[src/rtl/core/wbps_pkg.sv]
`timescale 1ns / 1ps
// ---------------------------------------------------------------------------
// wbps_pkg
// shared types and constants of the wildcard byte pattern scanner
// ---------------------------------------------------------------------------
package wbps_pkg;

    localparam int MAX_PATTERN_LEN = 16;
    localparam int OFFSET_BITS     = 32;
    localparam int REG_BYTES       = 16;
    localparam int PAT_CAP         = (MAX_PATTERN_LEN < REG_BYTES) ? MAX_PATTERN_LEN
                                                                   : REG_BYTES;
    localparam int LEN_W           = 5;
    localparam int PIDX_W          = 4;
    localparam int CFG_IDX_W       = 2;
    localparam int CFG_DATA_W      = 64;
    localparam int MASK_W          = 16;

    typedef logic [OFFSET_BITS-1:0] offset_t;
    typedef logic [LEN_W-1:0]       len_t;
    typedef logic [7:0]             byte_t;

    typedef enum logic [CFG_IDX_W-1:0] {
        CFG_PAT_LOW  = 2'd0,
        CFG_PAT_HIGH = 2'd1,
        CFG_WILDCARD = 2'd2,
        CFG_LENGTH   = 2'd3
    } cfg_idx_t;

    typedef struct packed {
        logic shift;
        logic clear;
    } cell_ctl_t;

    typedef struct packed {
        logic    found;
        offset_t offset;
    } result_t;

endpackage

[src/rtl/core/wbps_cell.sv]
`timescale 1ns / 1ps
// ---------------------------------------------------------------------------
// wbps_cell
// one window byte: shifts in from its neighbour (the stream for the head
// cell) and compares the incoming byte with its aligned pattern byte
// ---------------------------------------------------------------------------
module wbps_cell (
    input  logic                clk,
    input  logic                rst_n,
    input  wbps_pkg::cell_ctl_t ctl,
    input  wbps_pkg::byte_t     byte_in,
    input  wbps_pkg::byte_t     pat_byte,
    input  logic                care,
    output wbps_pkg::byte_t     byte_out,
    output logic                hit
);

    wbps_pkg::byte_t byte_reg;
    wbps_pkg::byte_t byte_next;

    always_comb
    begin
        byte_next = byte_reg;
        if (ctl.clear)
        begin
            byte_next = '0;
        end
        else if (ctl.shift)
        begin
            byte_next = byte_in;
        end
    end

    always_ff @(posedge clk or negedge rst_n)
    begin
        if (!rst_n)
        begin
            byte_reg <= '0;
        end
        else
        begin
            byte_reg <= byte_next;
        end
    end

    assign byte_out = byte_reg;
    assign hit      = !care || (byte_in == pat_byte);

endmodule

[src/rtl/core/wbps_out_skid.sv]
`timescale 1ns / 1ps
// ---------------------------------------------------------------------------
// wbps_out_skid
// output register with one skid entry between the scan and the result bus
// ---------------------------------------------------------------------------
module wbps_out_skid (
    input  logic              clk,
    input  logic              rst_n,
    input  logic              res_valid,
    input  wbps_pkg::result_t res,
    output logic              in_ready,
    output logic              m_valid,
    input  logic              m_ready,
    output wbps_pkg::result_t m_res
);

    logic              out_valid_reg;
    logic              out_valid_next;
    wbps_pkg::result_t out_res_reg;
    wbps_pkg::result_t out_res_next;
    logic              skid_valid_reg;
    logic              skid_valid_next;
    wbps_pkg::result_t skid_res_reg;
    wbps_pkg::result_t skid_res_next;
    logic              pop;

    assign pop = out_valid_reg && m_ready;

    always_comb
    begin
        out_valid_next  = out_valid_reg;
        out_res_next    = out_res_reg;
        skid_valid_next = skid_valid_reg;
        skid_res_next   = skid_res_reg;
        if (skid_valid_reg)
        begin
            if (pop)
            begin
                out_res_next    = skid_res_reg;
                skid_valid_next = 1'b0;
            end
        end
        else if (res_valid)
        begin
            if (!out_valid_reg || pop)
            begin
                out_valid_next = 1'b1;
                out_res_next   = res;
            end
            else
            begin
                skid_valid_next = 1'b1;
                skid_res_next   = res;
            end
        end
        else if (pop)
        begin
            out_valid_next = 1'b0;
        end
    end

    always_ff @(posedge clk or negedge rst_n)
    begin
        if (!rst_n)
        begin
            out_valid_reg  <= 1'b0;
            skid_valid_reg <= 1'b0;
        end
        else
        begin
            out_valid_reg  <= out_valid_next;
            skid_valid_reg <= skid_valid_next;
        end
    end

    always_ff @(posedge clk)
    begin
        out_res_reg  <= out_res_next;
        skid_res_reg <= skid_res_next;
    end

    assign in_ready = !skid_valid_reg;
    assign m_valid  = out_valid_reg;
    assign m_res    = out_res_reg;

    a_skid_needs_out: assert property (@(posedge clk) disable iff (!rst_n)
        skid_valid_reg |-> out_valid_reg)
        else $error("skid entry held while output register empty");

    a_skid_moves_on_pop: assert property (@(posedge clk) disable iff (!rst_n)
        skid_valid_reg && m_ready |=> !skid_valid_reg && out_valid_reg)
        else $error("skid entry not moved to output on pop");

    a_no_drop: assert property (@(posedge clk) disable iff (!rst_n)
        res_valid && in_ready && out_valid_reg && !m_ready |=> skid_valid_reg)
        else $error("result lost while output stalled");

endmodule

[src/rtl/core/wildcard_byte_pattern_scanner.sv]
`timescale 1ns / 1ps
// ---------------------------------------------------------------------------
// wildcard_byte_pattern_scanner
// streams image bytes through a row of window cells and reports the first
// offset where the wildcard pattern matches, or not-found at image end
// ---------------------------------------------------------------------------
// channel | direction | handshake          | payload
// s       | in        | s_tvalid/s_tready  | tdata image_byte, tlast end_of_image
// m       | out       | m_tvalid/m_tready  | tdata match_offset, tuser found
// cfg     | in        | cfg_we             | cfg_index, cfg_wdata
//
// one byte per cycle while s_tready is high; the window cells compare in the
// cycle a byte is taken and shift until a match; the result is registered
// s_tready falls only when the output register and its skid entry are full
// reset clears window, byte count, done flag and result valid flags at once
// ---------------------------------------------------------------------------
module wildcard_byte_pattern_scanner (
    input  logic                                clk,
    input  logic                                rst_n,
    input  logic                                s_tvalid,
    output logic                                s_tready,
    input  logic [7:0]                          s_tdata,   // image_byte
    input  logic                                s_tlast,   // end_of_image
    output logic                                m_tvalid,
    input  logic                                m_tready,
    output logic [wbps_pkg::OFFSET_BITS-1:0]    m_tdata,   // match_offset
    output logic [0:0]                          m_tuser,   // found
    input  logic                                cfg_we,
    input  logic [wbps_pkg::CFG_IDX_W-1:0]      cfg_index,
    input  logic [wbps_pkg::CFG_DATA_W-1:0]     cfg_wdata
);

    localparam int NCELL = wbps_pkg::MAX_PATTERN_LEN;
    localparam wbps_pkg::offset_t COUNT_MAX = '1;

    logic [63:0]                   pat_lo_reg;
    logic [63:0]                   pat_hi_reg;
    logic [wbps_pkg::MASK_W-1:0]   wild_reg;
    wbps_pkg::len_t                len_reg;
    wbps_pkg::len_t                len_wr;
    wbps_pkg::offset_t             count_reg;
    wbps_pkg::offset_t             count_next;
    logic                          done_reg;
    logic                          done_next;

    logic [8*wbps_pkg::REG_BYTES-1:0] pat_all;
    wbps_pkg::byte_t               cell_pat [NCELL];
    logic [NCELL-1:0]              cell_care;
    wbps_pkg::byte_t               cell_q [NCELL];
    logic [NCELL-1:0]              cell_hit;
    wbps_pkg::cell_ctl_t           ctl;

    logic                          accept;
    logic                          step;
    logic                          enough;
    logic                          match;
    logic                          res_valid;
    wbps_pkg::result_t             res;
    wbps_pkg::result_t             m_res;
    wbps_pkg::len_t                len_m1;
    wbps_pkg::offset_t             ofs;

    // configuration
    always_comb
    begin
        len_wr = cfg_wdata[wbps_pkg::LEN_W-1:0];
        if (len_wr == '0)
        begin
            len_wr = wbps_pkg::len_t'(1);
        end
        else if (len_wr > wbps_pkg::len_t'(wbps_pkg::PAT_CAP))
        begin
            len_wr = wbps_pkg::len_t'(wbps_pkg::PAT_CAP);
        end
    end

    always_ff @(posedge clk or negedge rst_n)
    begin
        if (!rst_n)
        begin
            pat_lo_reg <= '0;
            pat_hi_reg <= '0;
            wild_reg   <= '0;
            len_reg    <= wbps_pkg::len_t'(1);
        end
        else if (cfg_we)
        begin
            unique case (wbps_pkg::cfg_idx_t'(cfg_index))
                wbps_pkg::CFG_PAT_LOW:  pat_lo_reg <= cfg_wdata[63:0];
                wbps_pkg::CFG_PAT_HIGH: pat_hi_reg <= cfg_wdata[63:0];
                wbps_pkg::CFG_WILDCARD: wild_reg   <= cfg_wdata[wbps_pkg::MASK_W-1:0];
                wbps_pkg::CFG_LENGTH:   len_reg    <= len_wr;
                default:                ;
            endcase
        end
    end

    // pattern byte aligned to each cell
    assign pat_all = {pat_hi_reg, pat_lo_reg};

    always_comb
    begin
        wbps_pkg::len_t k;
        for (int i = 0; i < NCELL; i++)
        begin
            k            = len_reg - wbps_pkg::len_t'(i) - wbps_pkg::len_t'(1);
            cell_pat[i]  = pat_all[k[wbps_pkg::PIDX_W-1:0]*8 +: 8];
            cell_care[i] = (i < int'(len_reg)) && !wild_reg[k[wbps_pkg::PIDX_W-1:0]];
        end
    end

    assign accept    = s_tvalid && s_tready;
    assign step      = accept && !done_reg;
    assign ctl.shift = step;
    assign ctl.clear = accept && s_tlast;

    genvar g;
    generate
        for (g = 0; g < NCELL; g++)
        begin : g_cell
            if (g == 0)
            begin : g_head
                wbps_cell u_cell (
                    .clk      (clk),
                    .rst_n    (rst_n),
                    .ctl      (ctl),
                    .byte_in  (s_tdata),
                    .pat_byte (cell_pat[g]),
                    .care     (cell_care[g]),
                    .byte_out (cell_q[g]),
                    .hit      (cell_hit[g])
                );
            end
            else
            begin : g_body
                wbps_cell u_cell (
                    .clk      (clk),
                    .rst_n    (rst_n),
                    .ctl      (ctl),
                    .byte_in  (cell_q[g-1]),
                    .pat_byte (cell_pat[g]),
                    .care     (cell_care[g]),
                    .byte_out (cell_q[g]),
                    .hit      (cell_hit[g])
                );
            end
        end
    endgenerate

    // offset of a match, from the count before this byte
    assign len_m1 = len_reg - wbps_pkg::len_t'(1);
    assign enough = count_reg >= wbps_pkg::offset_t'(len_m1);
    assign ofs    = (count_reg >= COUNT_MAX - wbps_pkg::offset_t'(1))
                  ? COUNT_MAX
                  : count_reg - wbps_pkg::offset_t'(len_m1);
    assign match  = step && enough && (&cell_hit);

    assign res_valid  = match || (step && s_tlast);
    assign res.found  = match;
    assign res.offset = match ? ofs : '0;

    always_comb
    begin
        count_next = count_reg;
        done_next  = done_reg;
        if (accept && s_tlast)
        begin
            count_next = '0;
            done_next  = 1'b0;
        end
        else
        begin
            if (step && (count_reg != COUNT_MAX))
            begin
                count_next = count_reg + wbps_pkg::offset_t'(1);
            end
            if (match)
            begin
                done_next = 1'b1;
            end
        end
    end

    always_ff @(posedge clk or negedge rst_n)
    begin
        if (!rst_n)
        begin
            count_reg <= '0;
            done_reg  <= 1'b0;
        end
        else
        begin
            count_reg <= count_next;
            done_reg  <= done_next;
        end
    end

    wbps_out_skid u_out (
        .clk       (clk),
        .rst_n     (rst_n),
        .res_valid (res_valid),
        .res       (res),
        .in_ready  (s_tready),
        .m_valid   (m_tvalid),
        .m_ready   (m_tready),
        .m_res     (m_res)
    );

    assign m_tdata = m_res.offset;
    assign m_tuser = m_res.found;

    a_quiet_after_match: assert property (@(posedge clk) disable iff (!rst_n)
        accept && done_reg |-> !res_valid)
        else $error("result raised after match already reported");

    a_match_sets_done: assert property (@(posedge clk) disable iff (!rst_n)
        match && !s_tlast |=> done_reg)
        else $error("done flag not set after match");

    a_fresh_after_last: assert property (@(posedge clk) disable iff (!rst_n)
        accept && s_tlast |=> (count_reg == '0) && !done_reg)
        else $error("scan state not cleared after final word");

endmodule

[config.mk]
export PLATFORM = sky130hd
export DESIGN_NAME = wildcard_byte_pattern_scanner
export DESIGN_NICKNAME = d
export VERILOG_FILES = /design/src/rtl/core/wbps_pkg.sv /design/src/rtl/core/wbps_cell.sv /design/src/rtl/core/wbps_out_skid.sv /design/src/rtl/core/wildcard_byte_pattern_scanner.sv
export SDC_FILE = /design/constraint.sdc
export NUM_CORES = 1
export LEC_CHECK = 0
export BUFFER_PORTS_ARGS = -buffer_cell sky130_fd_sc_hd__buf_2
export CAP_MARGIN = 20
export CORE_UTILIZATION = 57
export CTS_CLUSTER_SIZE = 24
export DETAILED_ROUTE_END_ITERATION = 10
export GPL_TIMING_DRIVEN = 0
export PLACE_DENSITY_LB_ADDON = 0.15
export SLEW_MARGIN = 40
export SYNTH_ARGS = -nofsm -noshare
export SYNTH_HDL_FRONTEND = slang
export SYNTH_SLANG_ARGS = --single-unit
[constraint.sdc]
create_clock -name clk -period 9.1 [get_ports clk]
set_clock_uncertainty 0.2 [all_clocks]
set_input_delay 2.73 -clock clk [delete_from_list [all_inputs] [get_ports clk]]
set_output_delay 2.73 -clock clk [all_outputs]
set_load 0.02 [all_outputs]
After elaboration in Yosys (flattened, before gate mapping)
Index checks and enable logic that the tools add are counted.

Register bits after elaboration: 370. Input port bits: 80. Output and inout bits: 35. Word-level logic and storage cells: 308.

$add $sub $neg: 32. Magnitude comparators: 35. Equal/unequal tests: 22. Shifts and indexed selects: 16. Multiplexer cells: 81. Bitwise gates (word level): 2. Reductions and logical operators: 93.

Operators with widths (count): 128-bit by 8-bit variable part select with 8-bit output (16); 8-bit two-way mux (30); 33-bit two-way mux (4); 8-bit == test (16); 32-bit two-way mux (4); 4-bit by 5-bit < comparator with 1-bit output (second input constant) (16); 1-bit binary-select mux with 4-bit select (16); 4-bit by 1-bit subtractor with 4-bit output (second input constant) (15); 4-bit by 5-bit < comparator with 1-bit output (first input constant) (8); 1-bit zero test (35); 32-bit by 1-bit adder with 32-bit output (second input constant) (1); 32-bit >= comparator (second input constant) (1); 32-bit by 5-bit >= comparator with 1-bit output (1); 32-bit inequality test (second input constant) (1); 32-bit by 5-bit subtractor with 32-bit output (1); 4-bit subtractor (second input constant) (8); 1-bit two-way mux (25); 1-bit logical AND (24); 3-bit by 5-bit < comparator with 1-bit output (first input constant) (4); 1-bit logical OR (18); 16-bit AND reduction (1); 4-bit by 3-bit subtractor with 4-bit output (second input constant) (4); 2-bit nonzero test (6); 1-bit by 5-bit < comparator with 1-bit output (first input constant) (2); 14 further kinds (24).

Longest topological paths before layout
Depth after elaboration: 14. Gate-level depth with buffers: 27. Depth with buffers taken out: 14.

Modules after synthesis
From an unflattened synthesis, not the netlist that was laid out.

Cell total of the unflattened synthesis: 2086. Area, all modules: 25654.6 sq um.

By module, submodules not included: wildcard_byte_pattern_scanner (instances 1, cells an instance 1380, area an instance 16534.6 sq um, sequential area each 4555.6 sq um); wbps_cell (instances 16, cells an instance 37, area an instance 412.9 sq um, sequential area each 200.2 sq um); wbps_out_skid (instances 1, cells an instance 114, area an instance 2513.7 sq um, sequential area each 2031.9 sq um).

Least setup slack after synthesis
OpenSTA, ideal clock, no wires.

Path kind: flip-flop to flip-flop. From: register len_reg[0]. To: register u_out.out_res_reg, in the netlist u_out.m_res[0] (enable). Setup time: 443 ps. Arrival time: 7146 ps. Data required time: 8457 ps. Setup slack: 1310 ps. Stages on the path, launching flop included: 28. Buffers on the path: 13. Clock period less this slack: 7790 ps. Cell sequence: dfstp_2 buf_2 buf_4 buf_6 buf_6 buf_4 inv_1 buf_2 buf_1 ha_1 clkbuf_1 buf_2 buf_2 buf_2 buf_2 xor2_1 ha_1 a21o_1 a21oi_1 o21ba_2 o21ai_1 nand3b_1 o221a_2 o211ai_1 nor4b_2 nand3_2 buf_2 a31oi_1.

Longest elaborated chain between the ends: 13. Elaborated cells on any way between the ends: 181. Those cells by class: 30 x add/sub; 17 x order compare; 16 x eq/ne; 16 x shift; 32 x mux; 70 x reduce/logical.

RTL lines: start, declared (RTL line wildcard_byte_pattern_scanner.sv:39) `wbps_pkg::len_t len_reg;`; start signal, assigned (RTL line wildcard_byte_pattern_scanner.sv:84) `len_reg <= wbps_pkg::len_t'(1);`; start signal, assigned (RTL line wildcard_byte_pattern_scanner.sv:92) `wbps_pkg::CFG_LENGTH: len_reg <= len_wr;`; branches (longest 9 deep; another with 5-bit by 1-bit subtractor with 5-bit output); 1-bit logical AND (*) (RTL line wildcard_byte_pattern_scanner.sv:156) `assign match = step && enough && (&cell_hit);`; 1-bit logical OR (*) (RTL line wildcard_byte_pattern_scanner.sv:158) `assign res_valid = match || (step && s_tlast);`; 2-bit nonzero test (no source line) (*); 3-bit AND reduction (no source line) (*); end signal, assigned (RTL line wbps_out_skid.sv:78) `out_res_reg <= out_res_next;`; end, declared (RTL line wbps_out_skid.sv:19) `wbps_pkg::result_t out_res_reg;`.

Mark *: on every way between the ends. The select of a mux whose other input is x is not followed. A chain may end at the register's enable or synchronous reset.

Worst setup path after layout
From: register len_reg[0]. To: register u_out.out_res_reg, in the netlist u_out.m_res[3] (enable).

Same word-level chain as after synthesis.

==> results.py <==
metrics = {
    "synth": {
        "synth_top_area_cell": "dfrtp_1",
        "syn_area_per_cell_um2": 11.2,
        "ys_warn_count": 0,
        "synthArstFlopShare_pct": 82.2,
        "synthCells": 2476,
        "synthFlopType": "dfrtp_1",
        "synth-edff-count": 66,
        "syn-num-nets": 2571,
        "ys_types": 76,
        "syn_area_um2": 27700,
        "synth_top_area_share_pct": 27.4,
        "synth-seq-cells": 370,
        "ys_seq_area_share_pct": 34.6,
        "ys_top_cells_by_area": "dfrtp_1 27%, mux4_2 22%, mux2_2 7.4%, edfxtp_1 7.2%, mux2i_1 6.3%",
    },
    "die": {
        "rows": 80,
        "die_area_um2": 49500,
        "ios": 115,
        "core_um2": 47800,
        "fp.dieH_um": 222,
        "die_w_um": 222,
        "initial_utilization_pct": 57.9,
    },
    "worst_setup_path": {
        "critPathMaxStageDelay_ns": 0.59,
        "cp_top_family": "buffers and inverters",
        "reg2reg_depth": 29,
        "worstPathRequired_ns": 9.19,
        "critPathSlowestCell": "dfstp_2",
        "cp-end-kind": "register",
        "path_common_cell": "buf_2",
        "arrival_ns": 8.97,
        "critPathLaunchType": "register",
        "path_depth": 29,
        "crit_buf_inv": 16,
        "crit_type": "register to register",
        "path_max_fanout": 19,
    },
    "final_layout": {
        "largest_reg_flops": 112,
        "area_growth_pct": 11.5,
        "layout-drive-gt1-share_pct": 29.2,
        "nets": 2755,
        "fillers": 3716,
        "final_cell_mix": "328 x nand2_1, 303 x dfrtp_1, 265 x mux4_2, 183 x mux2_2, 181 x buf_2",
        "final_common_cell": "nand2_1",
    },
    "global_routing": {
        "grt_pass1_vias": 23500,
        "grt_overflow": 0,
        "antenna_found_initial": 2,
        "grt_pass1_wl_um": 170000,
        "grt_max_degree": 76,
        "grtUsageTotal_pct": 49.0,
    },
    "timing": {
        "post-route-period-util_pct": 97.6,
        "fin_setup_tns_ns": 0,
        "max_freq_ghz": 0.113,
        "slew_violations": 0,
        "rsz0062_at_grt": "false",
        "slew_headroom_pct": 36.1,
        "setup_viol": 0,
        "min_period_ns": 8.89,
        "hold_viol": 0,
        "worst_slew_pin_slew_ns": 0.958,
    },
    "power_and_ir_drop": {
        "ir_worst_vdd_v": 0.000189,
        "finalPower_mw": 8.20,
        "power_density_nw_per_um2": 266,
        "leakage_nw": 12.3,
    },
    "clock_tree": {
        "postCtsHoldBufs": 0,
        "htreeDepth": 2,
        "clkSinkCount": 370,
        "cts_tree": "yes",
        "clock_latency_ns": 0.59,
        "clk_path_buf_depth": 3,
        "path_clk_slew_ns": 0.06,
        "numCtsBuffers": 40,
        "cts.root.buffer_cell": "clkbuf_16",
    },
    "placed_design": {
        "gp_congestion": 1.16,
        "dp_hpwl_um": 92900,
        "portBuffers": 114,
    },
    "route": {
        "routed_wl_um": 121000,
        "drc": 0,
        "viasPerCell": 7.46,
        "avgRoutedWirePerCell_um": 36.5,
        "drt_iter0_drc": 3762,
        "firstDrtPassIters": 9,
        "vias": 24700,
        "detail-route-antenna-nets": 0,
    },
    "min_path": {
        "hold_depth": 1,
        "holdCritPathClass": "register to register",
    },
    "outcome": {
        "status": "complete, no violations",
    },
    "run": {
        "drv_cap": 0,
    },
}
cell families (layout without fill, tap and decap cells):
family | after synthesis | in the layout | share of synthesized area, %
other cells | 0 | 1 | 0
simple gates | 688 | 688 | 11.3
compound gates | 321 | 321 | 7.17
fa+ha+maj | 15 | 15 | 0.678
mux | 621 | 621 | 35.3
buf+inv | 238 | 453 | 3.78
flops | 370 | 370 | 34.6
xor+xnor | 223 | 223 | 7.21
cell usage after synthesis, drive strengths merged (7+ instances only):
master,n
nor4,15
a221oi,15
mux2i,173
and2,7
nand3b,9
mux4,265
and3,13
o211ai,8
or3,9
o21ai,62
and4,7
nand2,328
a211oi,15
mux2,183
a21oi,137
a22oi,16
edfxtp,66
nor2b,11
clkbuf,122
buf,94
dfrtp,303
xor2,93
nor2,112
nand4,28
o22ai,10
a32o,10
nor3,44
nand2b,10
nand3,78
a31oi,7
ha,15
xnor2,128
inv,20
what timing repair did:
action,in CTS,in global routing
buffers inserted,0,15
setup endpoints to repair,0,66
resized for setup,0,2
per-stage QoR:
step,util (%),cells,setup slack [ns],hold WS (ns),cell area (um2)
CTS,64.1,3286,0.0551,0.316,30700
floorplan,-,2476,1.31,0.286,27700
finish,64.5,3307,0.214,0.316,30900
detailed placement,61.3,3213,0.0679,0.303,29300
global route,64.5,3306,0.0499,0.352,30900
global placement,60.7,3205,-1.96,0.300,29000
report_power, final:
group          switching (mW)  internal (mW)  total (mW)
Clock                   0.704          0.937        1.64
Sequential              0.418           1.86        2.27
Combinational            2.54           1.75        4.29
final timing paths:
| check | slack [ns] | endpoint | startpoint |
|---|---|---|---|
| setup / recovery | 0.21 | u_out.m_res[3] | len_reg[0] |
| hold / removal | 0.32 | g_cell[14].g_body.u_cell.byte_out[7] | g_cell[14].g_body.u_cell.byte_out[7] |
| setup reg to reg | 0.21 | u_out.m_res[3] | len_reg[0] |
| hold reg to reg | 0.32 | g_cell[14].g_body.u_cell.byte_out[7] | g_cell[14].g_body.u_cell.byte_out[7] |
| max in group asynchronous | 5.79 | pat_hi_reg[24] | rst_n |
| min in group asynchronous | 1.84 | count_reg[0] | rst_n |
routing by layer:
layer	vias to the layer above	share of wire [%]	GRT usage [%]
met4	6	9.0	33.2
met2	2110	41	69.6
met3	560	15	21.7
met1	12300	34	59.8
met5	-	0.19	3.13
li1	9674	-	-
cell type report:
class                      instances  area [um2]  area share (%)
antenna                            1        2.50         0.00811
buffer                           216         988            3.20
clock buffer                      56        1170            3.80
clock inverter                    17         156           0.507
inverter                          22        82.6           0.268
multi-input combinational       1868       17200            55.7
sequential                       370        9590            31.1
tap                              615         769            2.49
timing repair buffer             142         910            2.95
(Power assumes the default switching activity.)
